### src/hw/rtl/pfe_pkg.sv
// Playfair encipherer shared package: constants, codes, state enum,
// memory request/response structs and cell arithmetic helpers.
// No dependencies.
package pfe_pkg;

  localparam logic [4:0]  CELLS       = 5'd25;
  localparam logic [4:0]  LAST_LETTER = 5'd25;
  localparam logic [4:0]  LETTER_Q    = 5'd16;
  localparam logic [4:0]  LETTER_X    = 5'd23;
  localparam logic [25:0] USED_RESET  = 26'h001_0000;
  localparam logic [6:0]  ASCII_A     = 7'd65;
  localparam logic [7:0]  LOWER_A     = 8'h61;
  localparam logic [7:0]  LOWER_Z     = 8'h7a;

  typedef enum logic [2:0] {
    OP_KEY_START = 3'd0,
    OP_KEY_BYTE  = 3'd1,
    OP_KEY_END   = 3'd2,
    OP_TEXT_BYTE = 3'd3,
    OP_TEXT_END  = 3'd4
  } op_e;

  typedef enum logic [1:0] {
    KIND_LETTER = 2'd0,
    KIND_EOL    = 2'd1,
    KIND_ERR    = 2'd2
  } kind_e;

  typedef enum logic [2:0] {
    ST_IDLE,
    ST_FILL,
    ST_CELL,
    ST_EMIT_A,
    ST_EMIT_B,
    ST_EMIT_EOL,
    ST_EMIT_ERR
  } state_e;

  typedef struct packed {
    logic       wr_en;
    logic [4:0] wr_cell;
    logic [4:0] wr_letter;
    logic       col_rd_en;
    logic [4:0] col_rd_a;
    logic [4:0] col_rd_b;
    logic       sq_rd_en;
    logic [4:0] sq_rd_a;
    logic [4:0] sq_rd_b;
  } pfe_mem_req_t;

  typedef struct packed {
    logic [4:0] col_a;
    logic [4:0] col_b;
    logic [4:0] sq_a;
    logic [4:0] sq_b;
  } pfe_mem_rsp_t;

  function automatic logic [2:0] cell_row(input logic [4:0] c);
    logic [2:0] r;
    if (c >= 5'd20)      r = 3'd4;
    else if (c >= 5'd15) r = 3'd3;
    else if (c >= 5'd10) r = 3'd2;
    else if (c >= 5'd5)  r = 3'd1;
    else                 r = 3'd0;
    return r;
  endfunction

  function automatic logic [2:0] cell_col(input logic [4:0] c);
    logic [4:0] base;
    logic [4:0] diff;
    base = {2'b00, cell_row(c)} * 5'd5;
    diff = c - base;
    return diff[2:0];
  endfunction

  function automatic logic [4:0] make_cell(input logic [2:0] r, input logic [2:0] k);
    return {2'b00, r} * 5'd5 + {2'b00, k};
  endfunction

  function automatic logic [2:0] inc5(input logic [2:0] x);
    return (x == 3'd4) ? 3'd0 : x + 3'd1;
  endfunction

endpackage

### src/hw/rtl/pfe_intf.sv
// Item channel interfaces of the Playfair encipherer: input and result.
// Valid/ready handshake; no dependencies.
interface pfe_in_if;
  logic       valid;
  logic       ready;
  logic [2:0] operation;
  logic [7:0] character;

  modport source (output valid, output operation, output character, input ready);
  modport sink   (input valid, input operation, input character, output ready);
endinterface

interface pfe_out_if;
  logic       valid;
  logic       ready;
  logic [1:0] kind;
  logic [6:0] letter;
  logic       last;

  modport source (output valid, output kind, output letter, output last, input ready);
  modport sink   (input valid, input kind, input letter, input last, output ready);
endinterface

### src/hw/rtl/pfe_store.sv
// Square and letter-to-cell memories, one write and two registered reads each.
// Per-entry valid bits give the all-zero reset contents. Uses pfe_pkg.
module pfe_store import pfe_pkg::*; (
  input  logic         clk_i,
  input  logic         rst_ni,
  input  pfe_mem_req_t req_i,
  output pfe_mem_rsp_t rsp_o
);

  logic [4:0]  sq_mem  [25];
  logic [4:0]  col_mem [26];
  logic [24:0] sq_vld_q;
  logic [25:0] col_vld_q;

  logic [4:0] col_a_q, col_b_q, sq_a_q, sq_b_q;
  logic       col_a_v_q, col_b_v_q, sq_a_v_q, sq_b_v_q;

  always_ff @(posedge clk_i or negedge rst_ni) begin
    if (!rst_ni) begin
      sq_vld_q  <= '0;
      col_vld_q <= '0;
    end else if (req_i.wr_en) begin
      sq_vld_q[req_i.wr_cell]    <= 1'b1;
      col_vld_q[req_i.wr_letter] <= 1'b1;
    end
  end

  always_ff @(posedge clk_i) begin
    if (req_i.wr_en) begin
      sq_mem[req_i.wr_cell]    <= req_i.wr_letter;
      col_mem[req_i.wr_letter] <= req_i.wr_cell;
    end
  end

  always_ff @(posedge clk_i) begin
    if (req_i.col_rd_en) begin
      col_a_q   <= col_mem[req_i.col_rd_a];
      col_b_q   <= col_mem[req_i.col_rd_b];
      col_a_v_q <= col_vld_q[req_i.col_rd_a];
      col_b_v_q <= col_vld_q[req_i.col_rd_b];
    end
    if (req_i.sq_rd_en) begin
      sq_a_q   <= sq_mem[req_i.sq_rd_a];
      sq_b_q   <= sq_mem[req_i.sq_rd_b];
      sq_a_v_q <= sq_vld_q[req_i.sq_rd_a];
      sq_b_v_q <= sq_vld_q[req_i.sq_rd_b];
    end
  end

  assign rsp_o.col_a = col_a_v_q ? col_a_q : 5'd0;
  assign rsp_o.col_b = col_b_v_q ? col_b_q : 5'd0;
  assign rsp_o.sq_a  = sq_a_v_q  ? sq_a_q  : 5'd0;
  assign rsp_o.sq_b  = sq_b_v_q  ? sq_b_q  : 5'd0;

endmodule

### src/hw/rtl/pfe_ctrl.sv
// Sequencer of the Playfair encipherer: key placement, alphabet fill walk,
// pair lookup and the result register. Uses pfe_pkg, pfe_intf.
module pfe_ctrl import pfe_pkg::*; (
  input  logic          clk_i,
  input  logic          rst_ni,
  pfe_in_if.sink        in_i,
  pfe_out_if.source     out_o,
  output pfe_mem_req_t  req_o,
  input  pfe_mem_rsp_t  rsp_i
);

  state_e      state_q, state_d;
  logic [25:0] used_q, used_d;
  logic [4:0]  fill_q, fill_d;
  logic [4:0]  pend_q, pend_d;
  logic        pend_v_q, pend_v_d;
  logic [4:0]  t_q, t_d;
  logic        end_q, end_d;

  logic        out_v_q, out_v_d;
  kind_e       kind_q;
  logic [6:0]  letter_q;
  logic        last_q;

  logic        load;
  kind_e       ld_kind;
  logic [6:0]  ld_letter;
  logic        ld_last;
  logic        out_free;

  logic        place_en;
  logic [4:0]  place_letter;

  logic [7:0]  ch_off;
  logic        in_lower;
  logic [4:0]  in_letter;

  logic [2:0]  r1, k1, r2, k2;

  assign ch_off    = in_i.character - LOWER_A;
  assign in_lower  = (in_i.character >= LOWER_A) && (in_i.character <= LOWER_Z);
  assign in_letter = ch_off[4:0];
  assign out_free  = !out_v_q || out_o.ready;

  assign r1 = cell_row(rsp_i.col_a);
  assign k1 = cell_col(rsp_i.col_a);
  assign r2 = cell_row(rsp_i.col_b);
  assign k2 = cell_col(rsp_i.col_b);

  assign in_i.ready = (state_q == ST_IDLE);

  always_comb begin
    state_d      = state_q;
    used_d       = used_q;
    fill_d       = fill_q;
    pend_d       = pend_q;
    pend_v_d     = pend_v_q;
    t_d          = t_q;
    end_d        = end_q;
    req_o        = '0;
    place_en     = 1'b0;
    place_letter = in_letter;
    load         = 1'b0;
    ld_kind      = KIND_LETTER;
    ld_letter    = 7'd0;
    ld_last      = 1'b0;

    unique case (state_q)
      ST_IDLE: begin
        if (in_i.valid) begin
          unique case (op_e'(in_i.operation))
            OP_KEY_START: begin
              used_d   = USED_RESET;
              fill_d   = 5'd0;
              pend_v_d = 1'b0;
            end
            OP_KEY_BYTE: begin
              place_en = in_lower && !used_q[in_letter] && (fill_q < CELLS);
            end
            OP_KEY_END: begin
              t_d      = 5'd0;
              pend_v_d = 1'b0;
              state_d  = ST_FILL;
            end
            OP_TEXT_BYTE: begin
              if (in_lower) begin
                if (in_letter == LETTER_Q) begin
                  state_d = ST_EMIT_ERR;
                end else if (!pend_v_q) begin
                  pend_d   = in_letter;
                  pend_v_d = 1'b1;
                end else begin
                  req_o.col_rd_en = 1'b1;
                  req_o.col_rd_a  = pend_q;
                  if (in_letter == pend_q) begin
                    req_o.col_rd_b = LETTER_X;
                  end else begin
                    req_o.col_rd_b = in_letter;
                    pend_v_d       = 1'b0;
                  end
                  end_d   = 1'b0;
                  state_d = ST_CELL;
                end
              end
            end
            OP_TEXT_END: begin
              pend_v_d = 1'b0;
              if (pend_v_q) begin
                req_o.col_rd_en = 1'b1;
                req_o.col_rd_a  = pend_q;
                req_o.col_rd_b  = LETTER_X;
                end_d           = 1'b1;
                state_d         = ST_CELL;
              end else begin
                state_d = ST_EMIT_EOL;
              end
            end
            default: ;
          endcase
        end
      end
      ST_FILL: begin
        place_letter = t_q;
        place_en     = !used_q[t_q] && (fill_q < CELLS);
        t_d          = t_q + 5'd1;
        if (t_q == LAST_LETTER) state_d = ST_IDLE;
      end
      ST_CELL: begin
        req_o.sq_rd_en = 1'b1;
        if (r1 == r2) begin
          req_o.sq_rd_a = make_cell(r1, inc5(k1));
          req_o.sq_rd_b = make_cell(r2, inc5(k2));
        end else if (k1 == k2) begin
          req_o.sq_rd_a = make_cell(inc5(r1), k1);
          req_o.sq_rd_b = make_cell(inc5(r2), k2);
        end else begin
          req_o.sq_rd_a = make_cell(r1, k2);
          req_o.sq_rd_b = make_cell(r2, k1);
        end
        state_d = ST_EMIT_A;
      end
      ST_EMIT_A: begin
        if (out_free) begin
          load      = 1'b1;
          ld_letter = ASCII_A + {2'b00, rsp_i.sq_a};
          state_d   = ST_EMIT_B;
        end
      end
      ST_EMIT_B: begin
        if (out_free) begin
          load      = 1'b1;
          ld_letter = ASCII_A + {2'b00, rsp_i.sq_b};
          ld_last   = !end_q;
          state_d   = end_q ? ST_EMIT_EOL : ST_IDLE;
        end
      end
      ST_EMIT_EOL: begin
        if (out_free) begin
          load    = 1'b1;
          ld_kind = KIND_EOL;
          ld_last = 1'b1;
          state_d = ST_IDLE;
        end
      end
      ST_EMIT_ERR: begin
        if (out_free) begin
          load    = 1'b1;
          ld_kind = KIND_ERR;
          ld_last = 1'b1;
          state_d = ST_IDLE;
        end
      end
      default: state_d = ST_IDLE;
    endcase

    if (place_en) begin
      req_o.wr_en            = 1'b1;
      req_o.wr_cell          = fill_q;
      req_o.wr_letter        = place_letter;
      used_d[place_letter]   = 1'b1;
      fill_d                 = fill_q + 5'd1;
    end
  end

  always_comb begin
    if (load)             out_v_d = 1'b1;
    else if (out_o.ready) out_v_d = 1'b0;
    else                  out_v_d = out_v_q;
  end

  always_ff @(posedge clk_i or negedge rst_ni) begin
    if (!rst_ni) begin
      state_q  <= ST_IDLE;
      used_q   <= USED_RESET;
      fill_q   <= 5'd0;
      pend_q   <= 5'd0;
      pend_v_q <= 1'b0;
      t_q      <= 5'd0;
      end_q    <= 1'b0;
      out_v_q  <= 1'b0;
    end else begin
      state_q  <= state_d;
      used_q   <= used_d;
      fill_q   <= fill_d;
      pend_q   <= pend_d;
      pend_v_q <= pend_v_d;
      t_q      <= t_d;
      end_q    <= end_d;
      out_v_q  <= out_v_d;
    end
  end

  always_ff @(posedge clk_i) begin
    if (load) begin
      kind_q   <= ld_kind;
      letter_q <= ld_letter;
      last_q   <= ld_last;
    end
  end

  assign out_o.valid  = out_v_q;
  assign out_o.kind   = kind_q;
  assign out_o.letter = (kind_q == KIND_LETTER) ? letter_q : 7'd0;
  assign out_o.last   = last_q;

endmodule

### src/hw/rtl/playfair_encipher_top.sv
// Playfair encipherer top level: sequencer plus square/cell memories.
// Uses pfe_pkg, pfe_intf, pfe_store, pfe_ctrl.
//
// One item is taken at a time. Key start, key bytes, ignored bytes and the
// first letter of a pair are done in their accept cycle. For a completed pair
// the accept cycle reads the cell of both letters, the next reads the two
// ciphertext cells of the square, and the emit states hand out the letters;
// text end with an open pair adds a state for the line-end marker. Key end
// is the accept followed by the fill walk over every alphabet letter. A
// plaintext q and a bare text end are the accept followed by an emit state.
// The result register lets the next item be taken while the last result
// still waits; a stalled result side holds the sequencer in its emit states.
module playfair_encipher_top import pfe_pkg::*; (
  input  logic       clk_i,
  input  logic       rst_ni,
  pfe_in_if.sink     in_i,
  pfe_out_if.source  out_o
);

  pfe_mem_req_t mem_req;
  pfe_mem_rsp_t mem_rsp;

  pfe_store u_store (
    .clk_i  (clk_i),
    .rst_ni (rst_ni),
    .req_i  (mem_req),
    .rsp_o  (mem_rsp)
  );

  pfe_ctrl u_ctrl (
    .clk_i  (clk_i),
    .rst_ni (rst_ni),
    .in_i   (in_i),
    .out_o  (out_o),
    .req_o  (mem_req),
    .rsp_i  (mem_rsp)
  );

  a_wr_in_square: assert property (@(posedge clk_i) disable iff (!rst_ni)
    mem_req.wr_en |-> (mem_req.wr_cell < CELLS) && (mem_req.wr_letter <= LAST_LETTER))
    else $error("square write out of range");

  a_lookup_order: assert property (@(posedge clk_i) disable iff (!rst_ni)
    mem_req.col_rd_en |=> mem_req.sq_rd_en && !in_i.ready)
    else $error("cell lookup not followed by square read");

  a_letter_range: assert property (@(posedge clk_i) disable iff (!rst_ni)
    out_o.valid && (out_o.kind == KIND_LETTER) |->
      (out_o.letter >= 7'd65) && (out_o.letter <= 7'd90))
    else $error("ciphertext letter out of range");

  a_marker_last: assert property (@(posedge clk_i) disable iff (!rst_ni)
    out_o.valid && (out_o.kind != KIND_LETTER) |-> out_o.last)
    else $error("marker or error result not last");

endmodule
### src/flat_wrapper.sv
// flat-port wrapper written by rule: the top's interface ports become plain ports
module playfair_encipher_top_flat import pfe_pkg::*;
  (clk_i, rst_ni, in_i_valid, in_i_operation, in_i_character, in_i_ready, out_o_valid, out_o_kind, out_o_letter, out_o_last, out_o_ready);
  pfe_in_if in_i_i ();
  pfe_out_if out_o_i ();
  input  logic clk_i;
  input  logic rst_ni;
  input wire logic [$bits(in_i_i.valid)-1:0] in_i_valid;
  input wire logic [$bits(in_i_i.operation)-1:0] in_i_operation;
  input wire logic [$bits(in_i_i.character)-1:0] in_i_character;
  output wire logic [$bits(in_i_i.ready)-1:0] in_i_ready;
  output wire logic [$bits(out_o_i.valid)-1:0] out_o_valid;
  output wire logic [$bits(out_o_i.kind)-1:0] out_o_kind;
  output wire logic [$bits(out_o_i.letter)-1:0] out_o_letter;
  output wire logic [$bits(out_o_i.last)-1:0] out_o_last;
  input wire logic [$bits(out_o_i.ready)-1:0] out_o_ready;
  assign in_i_i.valid = in_i_valid;
  assign in_i_i.operation = in_i_operation;
  assign in_i_i.character = in_i_character;
  assign in_i_ready = in_i_i.ready;
  assign out_o_valid = out_o_i.valid;
  assign out_o_kind = out_o_i.kind;
  assign out_o_letter = out_o_i.letter;
  assign out_o_last = out_o_i.last;
  assign out_o_i.ready = out_o_ready;
  playfair_encipher_top u_core (.clk_i(clk_i), .rst_ni(rst_ni), .in_i(in_i_i), .out_o(out_o_i));
endmodule
### config.mk
export PLATFORM = sky130hd
export DESIGN_NAME = playfair_encipher_top_flat
export DESIGN_NICKNAME = d
export VERILOG_FILES = /design/src/hw/rtl/pfe_pkg.sv /design/src/hw/rtl/pfe_intf.sv /design/src/hw/rtl/pfe_store.sv /design/src/hw/rtl/pfe_ctrl.sv /design/src/hw/rtl/playfair_encipher_top.sv /design/src/flat_wrapper.sv
export SDC_FILE = /design/constraint.sdc
export NUM_CORES = 1
export LEC_CHECK = 0
export BUFFER_PORTS_ARGS = -buffer_cell sky130_fd_sc_hd__buf_2
export CAP_MARGIN = 10
export CORE_MARGIN = 2
export CORE_UTILIZATION = 40
export CTS_CLUSTER_SIZE = 30
export DETAILED_ROUTE_END_ITERATION = 7
export HOLD_SLACK_MARGIN = 0.02
export PLACE_DENSITY_LB_ADDON = 0.05
export SYNTH_ARGS = -nofsm -noshare
export SYNTH_HDL_FRONTEND = slang
export SYNTH_HIERARCHICAL = 1
export SYNTH_SLANG_ARGS = --single-unit
### constraint.sdc
create_clock -name clk_i -period 6.25 [get_ports clk_i]
set_clock_uncertainty 0.2 [all_clocks]
set_input_delay 0.3125 -clock clk_i [delete_from_list [all_inputs] [get_ports clk_i]]
set_output_delay 0.3125 -clock clk_i [all_outputs]
set_load 0.01 [all_outputs]
---- Word level (Yosys, flattened, before mapping) ----
Memory sizes are Yosys's and may differ from the RTL's. A register that Yosys moved wholly into a read port is not among the register bits.
Cells that the tools add are included.
word-level totals
  register bits after elaboration ......... 112
  RAM bits ................................ 255
  bits of input ports ..................... 15
  output and inout bits ................... 12
  logic and storage cells ................. 229
  memories ................................ 2
operators by class
  $add $sub $neg .......................... 17
  multiply operators ...................... 4
  magnitude comparators ................... 23
  equality and inequality tests ........... 32
  mux-type cells .......................... 98
  bitwise logic cells ..................... 5
  reduce and logical (&&, ||, !) cells .... 31
memories
  memory                  words  width  read ports  clocked after memory_dff  wr ports  RTL line         text
  u_core.u_store.col_mem  26     5      2           2                         1         pfe_store.sv:11  logic [4:0] col_mem [26];
  u_core.u_store.sq_mem   25     5      2           2                         1         pfe_store.sv:10  logic [4:0] sq_mem [25];
operators with widths
  cell                                                               count
  2-to-1 mux 26 bit                                                  4
  2-to-1 mux 11 bit                                                  8
  2-to-1 mux 5 bit                                                   12
  < comparator 5 x 6 -> 1 bit, second input constant                 9
  2-to-1 mux 3 bit                                                   18
  OR 26 bit                                                          2
  adder 5 x 3 -> 5 bit                                               6
  binary-select mux 1 bit (select 5 bit)                             6
  2-to-1 mux 1 bit                                                   29
  OR 25 bit                                                          1
  == test 3 bit, second input constant                               8
  one-hot mux 11 bit (2 select lines)                                1
  2-to-1 mux 7 bit                                                   3
  greater-or-equal comparator 5 x 4 -> 1 bit, second input constant  4
  multiplier 3 x 3 -> 5 bit, second input constant                   4
  2-to-1 mux 10 bit                                                  2
  one-hot mux 3 bit (6 select lines)                                 1
  != test 2 bit, second input constant                               8
  demux 1 bit (select 5 bit)                                         3
  greater-or-equal comparator 5 x 1 -> 1 bit, second input constant  3
  adder 7 x 5 -> 7 bit, first input constant                         2
  one-hot mux 7 bit (2 select lines)                                 1
  nonzero test 2 bit                                                 7
  adder 3 x 1 -> 3 bit, second input constant                        4
  36 further kinds                                                   64

---- Longest topological paths before layout ----
  word-level depth ........................ 15
  gate-level depth with buffers ........... 27
  gate-level depth less buffers ........... 24

---- Modules after synthesis ----
The synthesis kept the hierarchy.
modules (own cells, without submodules)
  module     instances  cells each  area each (um2)  sequential area each (um2)
  pfe_store  1          950         15641.3          9654.3
  pfe_ctrl   1          595         5391.4           1477.7

---- Least setup slack after synthesis ----
No wires, ideal clock.
  path kind ............................... reg2reg
  start ................................... register u_core.u_store.col_a_v_q
  end ..................................... register u_core.u_store.sq_a_v_q, data pin
  arrival time ............................ 5.421 ns
  data required time ...................... 5.790 ns
  setup slack ............................. 0.369 ns
  cell stages (with the launch flop) ...... 20
  buffers on the path ..................... 2
  clock period less this slack ............ 5.881 ns
  cell sequence ........................... edfxtp_1 -> and2_1 -> clkbuf_1 -> o21ai_0 -> o21ai_0 -> inv_1 -> fa_1 -> and3_1 -> a221o_1 -> nor3b_2 -> mux2_2 -> ha_1 -> and2_1 -> a41o_1 -> xnor2_1 -> nor2_1 -> a211oi_1 -> clkbuf_1 -> mux4_2 -> mux2_2
RTL lines
  element                 RTL line         text
  from (decl)             pfe_store.sv:16  logic col_a_v_q, col_b_v_q, sq_a_v_q, sq_b_v_q;
  from (signal assigned)  pfe_store.sv:39  col_a_v_q <= col_vld_q[req_i.col_rd_a];
  to (signal assigned)    pfe_store.sv:45  sq_a_v_q <= sq_vld_q[req_i.sq_rd_a];
  to (decl)               pfe_store.sv:16

==> impl_metrics.ini <==
[detailed_routing]
drt-vias-per-instance = 5.912
route.antenna.remaining_nets = 0
route.detailed.drc = 0
vias_post_dr = 13811
total_length_of_routed_wires_um = 60810
detailedRoute.firstIterationViolations = 1313
detail_route.first_pass.iterations = 5
routedWlPerCell_um = 26.03

[final_layout]
layout_common_cells = edfxtp_1 (289), mux4_2 (126), nor2_1 (98)
footprint_of_the_multi_input_gates_um2 = 9474
num-fill-cells = 4627
post-route-cell-area_um2 = 24040
finalNetCount = 1672
layout_commonest_cell = edfxtp_1
insertedDiodeCount = 0
share_of_post_route_cells_with_drive_strength_above_1 = 0.2640
area.sequential_um2 = 11130
finalCoreUtilization = 0.4602
finalNonFillerCells = 2336
layout-area-overhead-vs-synth_pct = 14.29

[clocking]
clkTransAtPathRegs_ns = 0.06
insertion_delay_ns = 0.61
cts_buffers = 47
cts_sinks = 387
ctsLongestPathBuffers = 3
clock_tree_from_tritoncts = done
clock_tree.root_cell = clkbuf_16
cts_htree_levels = 2

[grt]
grt_first_pass_wirelength_um = 90650
grt_pass1_vias = 13772
grt.met1_usage = 0.3268
busiest_layer = met2
global_route.usage.met3 = 0.04517
grt_start_max_net_pins = 59
track_usage = 0.2266
antenna_found_initial = 0
grtUsageMet2 = 0.3544
globalRouteOverflowTotal = 0

[critical_path]
critical_path.max_stage_delay_ns = 0.53
worst-r2r-cell-count = 22
critical_path.reg2reg.startpoint = u_core/u_store/col_a_v_q
crit_arrival_ns = 5.95
slowest_stage = mux4_2
critPathCaptureType = flip-flop
startpoint_type = flip-flop
critical_path_class = reg -> reg
regToRegEndpoint = u_core/u_store/sq_b_q[0]
timing.critical_path.required_ns = 6.37
timing.critical_path.fanout_max = 19
timing.critical_path.cells = and2_1 -> nor2b_2 -> o21ai_0 -> a221o_1 -> nand2_1 -> inv_1 -> ha_1 -> inv_1 -> fa_1 -> nor2_1 -> a221o_1 -> nor3b_4 -> buf_4 -> xnor2_1 -> nand2_2 -> mux2i_1 -> a211oi_4 -> clkbuf_16 -> mux4_2 -> nor2b_1 -> a211oi_2 -> o32ai_1
reg2reg_slack_ns = 0.42

[sta]
finalHoldViolations = 0
worstMarginPinSlew_ns = 1.173
unrepaired_setup_endpoints_after_global_routing = false
final_setup_violation_count = 0
max_clock_freq_mhz = 171.5
relSlewSlack = 0.2112
timing.setup.tns_ns = 0
timing.final.ws_setup_ns = 0.4190
timing_max_transition_violations_final = 0
period_needed_ns = 5.831
layout_worst_path_cycle_share = 0.9330

[place]
io_buffer_count = 26
gpl.final_weighted_congestion = 0.8324
dp.final_hpwl_um = 42610
place_ws_ns = 0.1391
dp.cells = 2238
dpl-instance-area_um2 = 22270

[yosys]
synth.yosys.seq_area_share = 0.5293
synthDominantCellAreaShare = 0.4126
synth-seq-cells = 387
synth-async-reset-ratio = 0.2532
synthesis.area_per_instance_um2 = 13.61
dominantRegCellSynth = edfxtp_1
synth_cell_types = 77
synthesis.nets = 1608
synth-edff-count = 289
ys_top_cells_by_area = edfxtp_1 (41%), mux4_2 (13%), dfrtp_1 (12%), mux2i_1 (3.2%), ha_1 (2.4%)
synth_top_cell_by_area = edfxtp_1
postSynthCellCount = 1545
netlist_area_before_placement_um2 = 21030
yosys_warn_count = 6

[floorplanning]
core.rowCount = 84
die_h_um = 233.3
die_area_um2 = 54430
die_x_um = 233.3
core_um2 = 52240
pin_count = 27
starting_density_of_the_core = 0.4027

[hold_path]
hold_depth = 3
hp-start = in_i_operation[0]
hold_path_class = in -> reg
worst_hold_path.endpoint = u_core/u_ctrl/end_q

[status]
status = completed

[power]
leakage_power_total_nw = 8.585
vdd.ir_drop.worst_mv = 0.1871
power_density_nw_per_um2 = 366.4

[run]
cap_violations = 0
[state kept, by name, summed over array words and instances, names as in the netlist, 2 cells and up]
register,flops
u_core/u_store/col_vld_q,26
u_core/u_store/sq_mem,125
u_core/u_ctrl/out_o.kind,2
u_core/u_ctrl/used_q,26
u_core/u_store/sq_b_q,5
u_core/u_store/sq_vld_q,25
u_core/u_ctrl/letter_q,7
u_core/u_ctrl/state_q,3
u_core/u_store/sq_a_q,5
u_core/u_store/col_b_q,5
u_core/u_store/col_a_q,5
u_core/u_ctrl/pend_q,5
u_core/u_ctrl/fill_q,5
u_core/u_ctrl/t_q,5
u_core/u_store/col_mem,130
[cells by family (layout without fill, tap and decap cells)]
| kind of cell | after synthesis | in the layout | synth area share |
|---|---|---|---|
| AO/OA/AOI/OAI | 269 | 269 | 0.09054 |
| XOR/XNOR | 38 | 38 | 0.01582 |
| adder cells (fa/ha/maj) | 48 | 48 | 0.03141 |
| buffers and inverters | 122 | 225 | 0.02867 |
| flip-flops | 387 | 387 | 0.5293 |
| multiplexers | 233 | 233 | 0.1903 |
| AND/OR/NAND/NOR | 448 | 448 | 0.1140 |
[worst max-delay path, delay by kind of cell (launching register included)]
family,cells,cell delay [ns]
flip-flops,1,0.37
multiplexers,2,0.73
AND/OR/NAND/NOR,7,1.30
adder cells (fa/ha/maj),2,0.45
XOR/XNOR,1,0.15
AO/OA/AOI/OAI,6,1.75
buffers and inverters,4,0.61
[cell usage after synthesis (all sizes together), types with 40 or more instances]
| master | count |
|---|---|
| clkbuf | 43 |
| ha | 40 |
| dfrtp | 97 |
| edfxtp | 289 |
| a21oi | 50 |
| nand2 | 78 |
| or2 | 59 |
| o21ai | 60 |
| nor2 | 98 |
| buf | 46 |
| mux2i | 68 |
| mux4 | 129 |
| and2 | 55 |
[timing repair]
action | CTS | global route
buffers inserted | 0 | 4
hold buffers | 4 | 0
hold endpoints to repair | 66 | 0
resized for setup | 0 | 11
endpoints found under the setup margin | 0 | 6
[worst max-delay path by stage]
stage,startpoint,to,slack [ns],depth (start not counted)
global route,u_core/u_store/col_a_v_q,u_core/u_store/sq_b_q[0],0.01,22
global placement,u_core/u_store/col_b_v_q,u_core/u_store/sq_b_q[4],0.20,22
CTS,u_core/u_store/col_b_v_q,u_core/u_store/sq_b_q[4],0.15,22
detailed placement,u_core/u_store/col_b_v_q,u_core/u_store/sq_b_q[4],0.14,22
finish,u_core/u_store/col_a_v_q,u_core/u_store/sq_b_q[0],0.42,22
floorplan,u_core/u_store/col_a_v_q,u_core/u_store/sq_a_v_q,0.37,19
[metrics by stage]
stage               hold WS (ns)  power (W)
detailed placement        0.2726   0.006006
global placement          0.2658   0.005997
global route             0.06809   0.009236
floorplan                -0.1831   0.005106
CTS                      0.02699   0.008845
finish                   0.06617   0.008808
[metal layers]
metal	up-vias	share of wire
li1	6163	-
met1	7142	0.46
met2	434	0.46
met3	72	0.067
met4	0	0.018
met5	-	0
[cell type report]
| class | instances | area share |
|---|---|---|
| inverters | 33 | 0.005153 |
| repair buffers | 104 | 0.03513 |
| clock inverters | 26 | 0.01239 |
| multi-input cells | 1036 | 0.3941 |
| flip-flops and latches | 387 | 0.4631 |
| clock buffers | 62 | 0.05429 |
| well taps | 688 | 0.03581 |
[power by group]
part           leakage, nW  total [W]  switching (W)  internal (W)
logic                 3.83    0.00253        0.00150       0.00104
registers             3.97    0.00347       0.000248       0.00322
clock network        0.784    0.00281        0.00112       0.00169
Note: power is estimated with default switching activity, not from simulation.
